### src/design/hmns_pkg.sv
// Shared types and constants for the heightmap normal smoothing block.
package hmns_pkg;

   // stream widths
   localparam int REQ_DATA_W = 32;
   localparam int RSP_DATA_W = 48;
   localparam int COMP_W     = 16;

   // request field positions in req_tdata
   localparam int COL_LSB    = 0;
   localparam int ROW_LSB    = 7;
   localparam int HEIGHT_LSB = 14;
   localparam int COORD_W    = 7;

   // item kinds carried in req_tuser
   localparam logic KIND_WRITE = 1'b0;
   localparam logic KIND_READ  = 1'b1;

   // configuration register indexes
   localparam logic REG_COLS = 1'b0;
   localparam logic REG_ROWS = 1'b1;
   localparam logic [7:0] DIM_RESET = 8'd128;

   // fixed point constants
   localparam logic signed [15:0] ONE_Q11 = 16'sd2048;
   localparam logic signed [17:0] ONE_Q10 = 18'sd1024;
   localparam logic [33:0]        ONE_SQ  = 34'd1048576;

   // iteration counts of the shared root and divide unit
   localparam int SQ_STEPS  = 27;
   localparam int DIV_STEPS = 12;

   // neighbour fetch slots: centre, up, down, left, right, then a drain slot
   localparam logic [2:0] SLOT_C     = 3'd0;
   localparam logic [2:0] SLOT_U     = 3'd1;
   localparam logic [2:0] SLOT_D     = 3'd2;
   localparam logic [2:0] SLOT_L     = 3'd3;
   localparam logic [2:0] SLOT_R     = 3'd4;
   localparam logic [2:0] FETCH_LAST = 3'd5;

   // triangles around a vertex
   localparam logic [1:0] TRI_LU = 2'd0;
   localparam logic [1:0] TRI_LD = 2'd1;
   localparam logic [1:0] TRI_RD = 2'd2;
   localparam logic [1:0] TRI_RU = 2'd3;

   // normal components
   localparam logic [1:0] COMP_X = 2'd0;
   localparam logic [1:0] COMP_Y = 2'd1;
   localparam logic [1:0] COMP_Z = 2'd2;

   // datapath commands
   localparam logic [3:0] OP_NOP       = 4'd0;
   localparam logic [3:0] OP_LOAD      = 4'd1;
   localparam logic [3:0] OP_WRITE_H   = 4'd2;
   localparam logic [3:0] OP_CLEAR_POS = 4'd3;
   localparam logic [3:0] OP_FETCH     = 4'd4;
   localparam logic [3:0] OP_ACC_CLR   = 4'd5;
   localparam logic [3:0] OP_TRI_MUL   = 4'd6;
   localparam logic [3:0] OP_SQ_INIT   = 4'd7;
   localparam logic [3:0] OP_SQ_STEP   = 4'd8;
   localparam logic [3:0] OP_DIV_INIT  = 4'd9;
   localparam logic [3:0] OP_DIV_STEP  = 4'd10;
   localparam logic [3:0] OP_DIV_ACC   = 4'd11;
   localparam logic [3:0] OP_WR_ROUGH  = 4'd12;
   localparam logic [3:0] OP_WR_SMOOTH = 4'd13;
   localparam logic [3:0] OP_LOAD_OUT  = 4'd14;

   typedef struct packed {
      logic [3:0] op;
      logic [2:0] slot;
      logic [1:0] comp;
      logic [1:0] tri_sel;
      logic       pass2;
   } hmns_cmd_type;

   typedef struct packed {
      logic       item_read;
      logic       current;
      logic       out_full;
      logic       last_pos;
      logic [3:0] tri_en;
   } hmns_status_type;

endpackage

### src/design/hmns_ctrl.sv
// Controller: sequences item handling and the two recompute passes.
module hmns_ctrl (
   input  logic                      clock,
   input  logic                      reset,
   input  logic                      req_tvalid,
   output logic                      req_tready,
   input  hmns_pkg::hmns_status_type status,
   output hmns_pkg::hmns_cmd_type    cmd
);

   localparam logic [3:0] S_IDLE   = 4'd0;
   localparam logic [3:0] S_DECIDE = 4'd1;
   localparam logic [3:0] S_FETCH  = 4'd2;
   localparam logic [3:0] S_VCLR   = 4'd3;
   localparam logic [3:0] S_TRI    = 4'd4;
   localparam logic [3:0] S_SQI    = 4'd5;
   localparam logic [3:0] S_SQS    = 4'd6;
   localparam logic [3:0] S_DVI    = 4'd7;
   localparam logic [3:0] S_DVS    = 4'd8;
   localparam logic [3:0] S_DVA    = 4'd9;
   localparam logic [3:0] S_WRR    = 4'd10;
   localparam logic [3:0] S_SMOOTH = 4'd11;
   localparam logic [3:0] S_RD     = 4'd12;
   localparam logic [3:0] S_OUT    = 4'd13;

   logic [3:0] state_ff, state_in;
   logic [2:0] fk_ff, fk_in;
   logic [1:0] tri_ff, tri_in;
   logic [1:0] comp_ff, comp_in;
   logic [4:0] step_ff, step_in;
   logic       pass2_ff, pass2_in;
   logic [3:0] op;

   always_comb begin
      state_in = state_ff;
      fk_in    = fk_ff;
      tri_in   = tri_ff;
      comp_in  = comp_ff;
      step_in  = step_ff;
      pass2_in = pass2_ff;
      op       = hmns_pkg::OP_NOP;
      unique case (state_ff)
         S_IDLE: begin
            if (req_tvalid) begin
               op       = hmns_pkg::OP_LOAD;
               state_in = S_DECIDE;
            end
         end
         S_DECIDE: begin
            if (!status.item_read) begin
               op       = hmns_pkg::OP_WRITE_H;
               state_in = S_IDLE;
            end else if (status.current) begin
               state_in = S_OUT;
            end else begin
               op       = hmns_pkg::OP_CLEAR_POS;
               pass2_in = 1'b0;
               fk_in    = hmns_pkg::SLOT_C;
               state_in = S_FETCH;
            end
         end
         S_FETCH: begin
            op = hmns_pkg::OP_FETCH;
            if (fk_ff == hmns_pkg::FETCH_LAST) begin
               fk_in    = hmns_pkg::SLOT_C;
               state_in = pass2_ff ? S_SMOOTH : S_VCLR;
            end else begin
               fk_in = fk_ff + 3'd1;
            end
         end
         S_VCLR: begin
            op       = hmns_pkg::OP_ACC_CLR;
            tri_in   = hmns_pkg::TRI_LU;
            state_in = S_TRI;
         end
         S_TRI: begin
            if (status.tri_en[tri_ff]) begin
               op       = hmns_pkg::OP_TRI_MUL;
               state_in = S_SQI;
            end else if (tri_ff == hmns_pkg::TRI_RU) begin
               state_in = S_WRR;
            end else begin
               tri_in = tri_ff + 2'd1;
            end
         end
         S_SQI: begin
            op       = hmns_pkg::OP_SQ_INIT;
            step_in  = '0;
            state_in = S_SQS;
         end
         S_SQS: begin
            op = hmns_pkg::OP_SQ_STEP;
            if (step_ff == 5'(hmns_pkg::SQ_STEPS - 1)) begin
               comp_in  = hmns_pkg::COMP_X;
               state_in = S_DVI;
            end else begin
               step_in = step_ff + 5'd1;
            end
         end
         S_DVI: begin
            op       = hmns_pkg::OP_DIV_INIT;
            step_in  = '0;
            state_in = S_DVS;
         end
         S_DVS: begin
            op = hmns_pkg::OP_DIV_STEP;
            if (step_ff == 5'(hmns_pkg::DIV_STEPS - 1)) begin
               state_in = S_DVA;
            end else begin
               step_in = step_ff + 5'd1;
            end
         end
         S_DVA: begin
            op = hmns_pkg::OP_DIV_ACC;
            if (comp_ff == hmns_pkg::COMP_Z) begin
               if (tri_ff == hmns_pkg::TRI_RU) begin
                  state_in = S_WRR;
               end else begin
                  tri_in   = tri_ff + 2'd1;
                  state_in = S_TRI;
               end
            end else begin
               comp_in  = comp_ff + 2'd1;
               state_in = S_DVI;
            end
         end
         S_WRR: begin
            op       = hmns_pkg::OP_WR_ROUGH;
            state_in = S_FETCH;
            if (status.last_pos) begin
               pass2_in = 1'b1;
            end
         end
         S_SMOOTH: begin
            op       = hmns_pkg::OP_WR_SMOOTH;
            state_in = status.last_pos ? S_RD : S_FETCH;
         end
         S_RD: begin
            // smooth store read of the item's vertex is in flight
            state_in = S_OUT;
         end
         S_OUT: begin
            if (!status.out_full) begin
               op       = hmns_pkg::OP_LOAD_OUT;
               state_in = S_IDLE;
            end
         end
         default: begin
            state_in = S_IDLE;
         end
      endcase
   end

   always_ff @(posedge clock) begin
      if (reset) begin
         state_ff <= S_IDLE;
         fk_ff    <= '0;
         tri_ff   <= '0;
         comp_ff  <= '0;
         step_ff  <= '0;
         pass2_ff <= 1'b0;
      end else begin
         state_ff <= state_in;
         fk_ff    <= fk_in;
         tri_ff   <= tri_in;
         comp_ff  <= comp_in;
         step_ff  <= step_in;
         pass2_ff <= pass2_in;
      end
   end

   assign req_tready = state_ff == S_IDLE;
   assign cmd = '{op: op, slot: fk_ff, comp: comp_ff, tri_sel: tri_ff, pass2: pass2_ff};

endmodule

### config.mk
export PLATFORM = sky130hd
export DESIGN_NAME = hmns_ctrl
export DESIGN_NICKNAME = d
export VERILOG_FILES = /design/src/design/hmns_pkg.sv /design/src/design/hmns_ctrl.sv
export SDC_FILE = /design/constraint.sdc
export NUM_CORES = 1
export LEC_CHECK = 0
export BUFFER_PORTS_ARGS = -buffer_cell sky130_fd_sc_hd__buf_2
export CAP_MARGIN = 10
export CORE_MARGIN = 3
export CORE_UTILIZATION = 30
export CTS_CLUSTER_SIZE = 16
export DETAILED_ROUTE_END_ITERATION = 6
export GPL_ROUTABILITY_DRIVEN = 0
export PLACE_DENSITY = 0.47
export SLEW_MARGIN = 20
export SYNTH_ARGS = -nofsm -noshare
export SYNTH_HDL_FRONTEND = slang
export SYNTH_SLANG_ARGS = --single-unit
### constraint.sdc
create_clock -name clock -period 5 [get_ports clock]
set_clock_uncertainty 0.05 [all_clocks]
set_input_delay 0.25 -clock clock [delete_from_list [all_inputs] [get_ports clock]]
set_output_delay 0.25 -clock clock [all_outputs]
set_load 0.02 [all_outputs]
=== Yosys cells after proc, flatten, opt, wreduce, memory -nomap -nowiden ===
Index checks and enable logic that the tools add are counted.
Widths: inputs -> output; s select.

* Bits in registers: 17
* Memory bits (read-only): 0
* Bits in latches: 0
* Memories: 0
* Bits in writable memories: 0
* Output and inout port bits: 13

* Shifts and indexed selects: 0
* Reductions and logical operators: 13
* $mul: 0
* Order comparisons: 1
* Div/mod/pow operators: 0
* $add $sub $neg: 4
* Mux-type cells: 40
* Eq/ne operators: 32
* Bitwise operators: 0

{| class="wikitable"
|+ Operator list
! kind !! count
|-
| $mux 4 || 14
|-
| $pmux 4 s14 || 1
|-
| $pmux 4 s13 || 1
|-
| $ne 2x2->1 const B || 13
|-
| $eq 4x4->1 const B || 6
|-
| $eq 4x3->1 const B || 4
|-
| $pmux 5 s3 || 1
|-
| $mux 2 || 7
|-
| $mux 3 || 4
|-
| $reduce_and 3->1 || 4
|-
| $mux 5 || 2
|-
| $eq 4x2->1 const B || 2
|-
| $pmux 2 s3 || 1
|-
| $pmux 3 s2 || 1
|-
| $reduce_and 6->1 || 1
|-
| $reduce_bool 2->1 || 3
|-
| $reduce_bool 3->1 || 2
|-
| $add 5x1->5 const B || 1
|-
| $eq 5x4->1 const B || 1
|-
| $eq 5x5->1 const B || 1
|-
| $mux 1 || 5
|-
| $add 2x1->2 const B || 2
|-
| $eq 2x2->1 const B || 2
|-
| $eq 4x1->1 const B || 1
|-
| 10 further kinds || 10
|}

=== Logic depth before layout (Yosys ltp) ===
* Depth after elaboration: 4
* Gate-level depth with buffers: 7
* Depth with buffers taken out: 7

=== Worst setup path before layout ===
Ideal clock, no wire load.

* Path type: reg2reg
* From: register tri_ff[0]
* To: register tri_ff[1]
* Required time: 4.880 ns
* Buffers on the path: 0
* Library setup time: 0.070 ns
* Arrival time: 2.002 ns
* Clock period less this slack: 2.122 ns
* Cell stages (with the launch flop): 5
* Path slack: 2.878 ns
* Path through: dfxtp_1 > mux4_2 > a32o_1 > or4b_1 > a21oi_1

* Longest elaborated chain between the ends: 4

{| class="wikitable"
|+ Ends and longest elaborated chain
! element !! line !! RTL
|-
| start, declared || hmns_ctrl.sv:28 || <nowiki>logic [1:0] tri_ff, tri_in;</nowiki>
|-
| start signal, assigned || hmns_ctrl.sv:165 || <nowiki>tri_ff <= tri_in;</nowiki>
|-
| $add 2x1->2 (tied with other cells) || hmns_ctrl.sv:83, hmns_ctrl.sv:119 ||
|-
| $mux 2 / $mux 1 (equally long branches) || hmns_ctrl.sv:80, hmns_ctrl.sv:116, hmns_ctrl.sv:77 ||
|-
| $mux 2 (tied with other cells) || hmns_ctrl.sv:115 || <nowiki>if (comp_ff == hmns_pkg::COMP_Z) begin</nowiki>
|-
| $pmux 2 s3 / $reduce_and 3->1 (equally long branches) || -- ||
|}

Parallel ways exist; a longest one is shown, timed or not. The select of a mux whose other input is x is not followed.
A chain may end at the register's enable or synchronous reset.

=== Worst setup path after layout ===
* From: register state_ff[2]
* To: register tri_ff[1]

* Longest elaborated chain between the ends: 3

{| class="wikitable"
|+ Ends and longest elaborated chain
! element !! line !! RTL
|-
| start, declared || hmns_ctrl.sv:26 || <nowiki>logic [3:0] state_ff, state_in;</nowiki>
|-
| start signal, assigned || hmns_ctrl.sv:163 || <nowiki>state_ff <= state_in;</nowiki>
|-
| $eq 4x4->1 (tied with other cells) || hmns_ctrl.sv:42 || <nowiki>unique case (state_ff)</nowiki>
|-
| $ne 2x2->1 (no line) / $reduce_bool 3->1 (equally long branches) || -- ||
|-
| $reduce_and 3->1 (no line) || -- ||
|}

Parallel ways exist; a longest one is shown, timed or not.

==> impl_metrics.csv <==
group,metric,value,unit
clock_network,path_clk_slew,0.07,ns
placed_design,dpl_worst_slack,2.52,ns
route,route.detailed.drc,0,
setup_path,cp-end-kind,"flip-flop",
global_routing,antenna_found_initial,0,
setup_path,start_kind,"flip-flop",
clock_network,postCtsResizedCells,0,
die,die_area,0.00535,mm^2
final_layout,fill_cells,464,
synthesis,synth.area.top_cells,"dfxtp_1 (25%), ha_1 (5.5%), o21ai_0 (5.5%)",
timing,setup_ws,2.46,ns
global_routing,groute.usage.overall,0.147,
setup_path,timing.rr.start,"state_ff[2]",
clock_network,holdBufCountCts,0,
synthesis,synth_top_area_cell,"dfxtp_1",
route,drtIter0Drc,97,
setup_path,crit_path_max_incr_delay,0.81,ns
setup_path,worst_path_max_delay_cell,"dfxtp_1",
setup_path,reg2reg_depth,5,
die,die_width,73.2,um
setup_path,crit_path_cell_trace,"nand2b_1 -> or3_1 -> a32o_1 -> or4b_1 -> a21oi_1",
synthesis,synth-edff-count,0,
die,start_util,0.324,
clock_network,cts_root_buf,"clkbuf_8",
route,first_pass_iters,4,
setup_path,cp_max_fo,25,
synthesis,synth_top_area_share,0.251,
global_routing,grt_pass1_vias,1274,
route,via_per_inst,5.66,
outcome,status,"complete, no violations",
setup_path,path_buf_inv,0,
clock_network,cts_tree,"yes",
setup_path,critical_path_class,"flip-flop to flip-flop",
global_routing,grt_overflow,0,
timing,rsz0062_at_grt,"no",
placed_design,io_buffers,23,
final_layout,area_growth,11.7,%
synthesis,synth_warnings,0,
route,wl_per_cell,15.4,um
worst_hold_path,min_from,"reset",
clock_network,clock_latency,0.25,ns
timing,max_freq,393,MHz
placed_design,hpwl,2.72,mm
synthesis,synthesis.nets,195,
global_routing,grt_pass1_wl,6.30,mm
die,core,0.00417,mm^2
clock_network,cts.htree.levels,1,
synthesis,ys_seq_area_frac,0.251,
worst_hold_path,min_path_cells,2,
timing,setup_viol,0,
synthesis,ys_types,53,
setup_path,worstPathArrival,2.68,ns
clock_network,numCtsBuffers,3,
power,p_total,719,uW
final_layout,drive_gt1_frac,0.157,
timing,period_share,0.509,
synthesis,netlist_instances,178,
route,drtAntennaViolNets,0,
setup_path,rrSetupSlack,2.46,ns
route,vias,1363,
route,routed_wirelength,3.71,mm
synthesis,synth_commonest_cells,"nand2_1 (19), dfxtp_1 (17), o21ai_0 (15), nor2_1 (14), a21oi_1 (11)",
timing,fin_tns_setup,0,ns
clock_network,cts_buffer_depth,2,
power,power_density,475,mW/mm^2
clock_network,post_cts_buffers,0,
clock_network,cts.sinks,17,
setup_path,reg2reg_to,"tri_ff[1]",
synthesis,syn_area,0.00135,mm^2
synthesis,yosys_most_used_dff,"dfxtp_1",
synthesis,synth.most_common_cell,"nand2_1",
synthesis,async_reset_ff_frac,0,
final_layout,diodes,0,
worst_hold_path,hold_path_end,"fk_ff[1]",
final_layout,nets,209,
timing,hold_violations,0,
synthesis,avgSynthCellArea,7.61,um^2
power,irDropWorstVdd,173,uV
timing,max_slew.worst_pin.slew,0.875,ns
run,max-cap-violations,0,
synthesis,ys_seq_elements,17,
timing,period_needed,2.54,ns
timing,slew_headroom,0.416,
die,ios,24,
worst_hold_path,min_path_type,"input pin to flip-flop",
die,fp-row-count,23,
setup_path,cp.required,5.13,ns
power,p_leak,0.604,nW
global_routing,grt_max_degree,29,
timing,finalMaxSlewViolations,0,
die,die_h,73.2,um
setup_path,path_delay_family,"simple AND/OR/NAND/NOR gates",
cells by family after synthesis:
family / Yosys count / share of synthesized area
simple gates: 75 / 0.302
fa+ha+maj: 6 / 0.0555
buf+inv: 21 / 0.0675
xor+xnor: 1 / 0.00647
flops: 17 / 0.251
compound gates: 49 / 0.240
mux: 9 / 0.0767
state kept, by name (all words and copies together) (netlist names):
| name | cells |
|---|---|
| step_ff | 5 |
| state_ff | 4 |
| fk_ff | 3 |
| comp_ff | 2 |
| tri_ff | 2 |
| pass2_ff | 1 |
power by group:
| part | internal [mW] | total (mW) | switching [mW] |
|---|---|---|---|
| logic | 0.154 | 0.370 | 0.215 |
| registers | 0.156 | 0.247 | 0.0904 |
| clock network | 0.0552 | 0.102 | 0.0469 |
| total | 0.366 | 0.719 | 0.353 |
cells in the final DEF (no fill, tap or decap), drive strengths merged, types with 2 or more instances in the layout:
| cell | Yosys | routed |
|---|---|---|
| nand2 | 19 | 19 |
| ha | 6 | 6 |
| nand4 | 2 | 2 |
| clkinv | 1 | 2 |
| nor4 | 3 | 3 |
| dfxtp | 17 | 17 |
| a21o | 2 | 2 |
| a21oi | 11 | 11 |
| buf | 5 | 23 |
| nor3 | 8 | 8 |
| inv | 6 | 6 |
| a22o | 2 | 2 |
| nand3 | 2 | 2 |
| o21ai | 15 | 15 |
| o2bb2ai | 2 | 2 |
| a311oi | 3 | 3 |
| nor2 | 14 | 14 |
| or3 | 2 | 2 |
| mux2i | 7 | 7 |
| nand4b | 2 | 2 |
| clkbuf | 9 | 3 |
| nor2b | 3 | 3 |
| or4 | 2 | 2 |
| o32ai | 2 | 2 |
| nand2b | 7 | 7 |
| nor4bb | 2 | 2 |
through the flow:
stage	cell area, um^2	cells	hold slack (ns)	utilization
4_1_cts	1510	241	0.296	0.363
5_1_grt	1510	241	0.307	0.363
6_report	1510	241	0.298	0.363
3_5_place_dp	1470	237	0.433	0.351
3_3_place_gp	1470	237	0.428	0.351
2_1_floorplan	1350	178	0.387	-
worst max path at each step:
stage	from	endpoint	slack, ns	depth (start not counted)
CTS	state_ff[2]	tri_ff[1]	2.50	5
detailed placement	state_ff[2]	tri_ff[1]	2.52	5
global placement	state_ff[2]	tri_ff[1]	2.59	5
finish	state_ff[2]	tri_ff[1]	2.46	5
global route	state_ff[2]	tri_ff[1]	2.27	5
floorplan	tri_ff[0]	tri_ff[1]	2.88	4
final cells by class:
class                           count  area [um^2]  area share
Tap cell                           50         62.6      0.0414
Multi-Input combinational cell    140          922       0.610
Clock inverter                      1         5.00     0.00331
Sequential cell                    17          340       0.225
Inverter                            7         26.3      0.0174
Clock buffer                        3         41.3      0.0273
Timing Repair Buffer               23          115      0.0761
layer usage:
metal	global-route usage	wire (um)	vias up
li1	-	-	683
met1	0.199	1730	640
met2	0.237	1800	32
met3	0.0358	116	8
met4	0.0246	53	0
met5	0	0	-
Note: power is estimated with default switching activity, not from simulation.
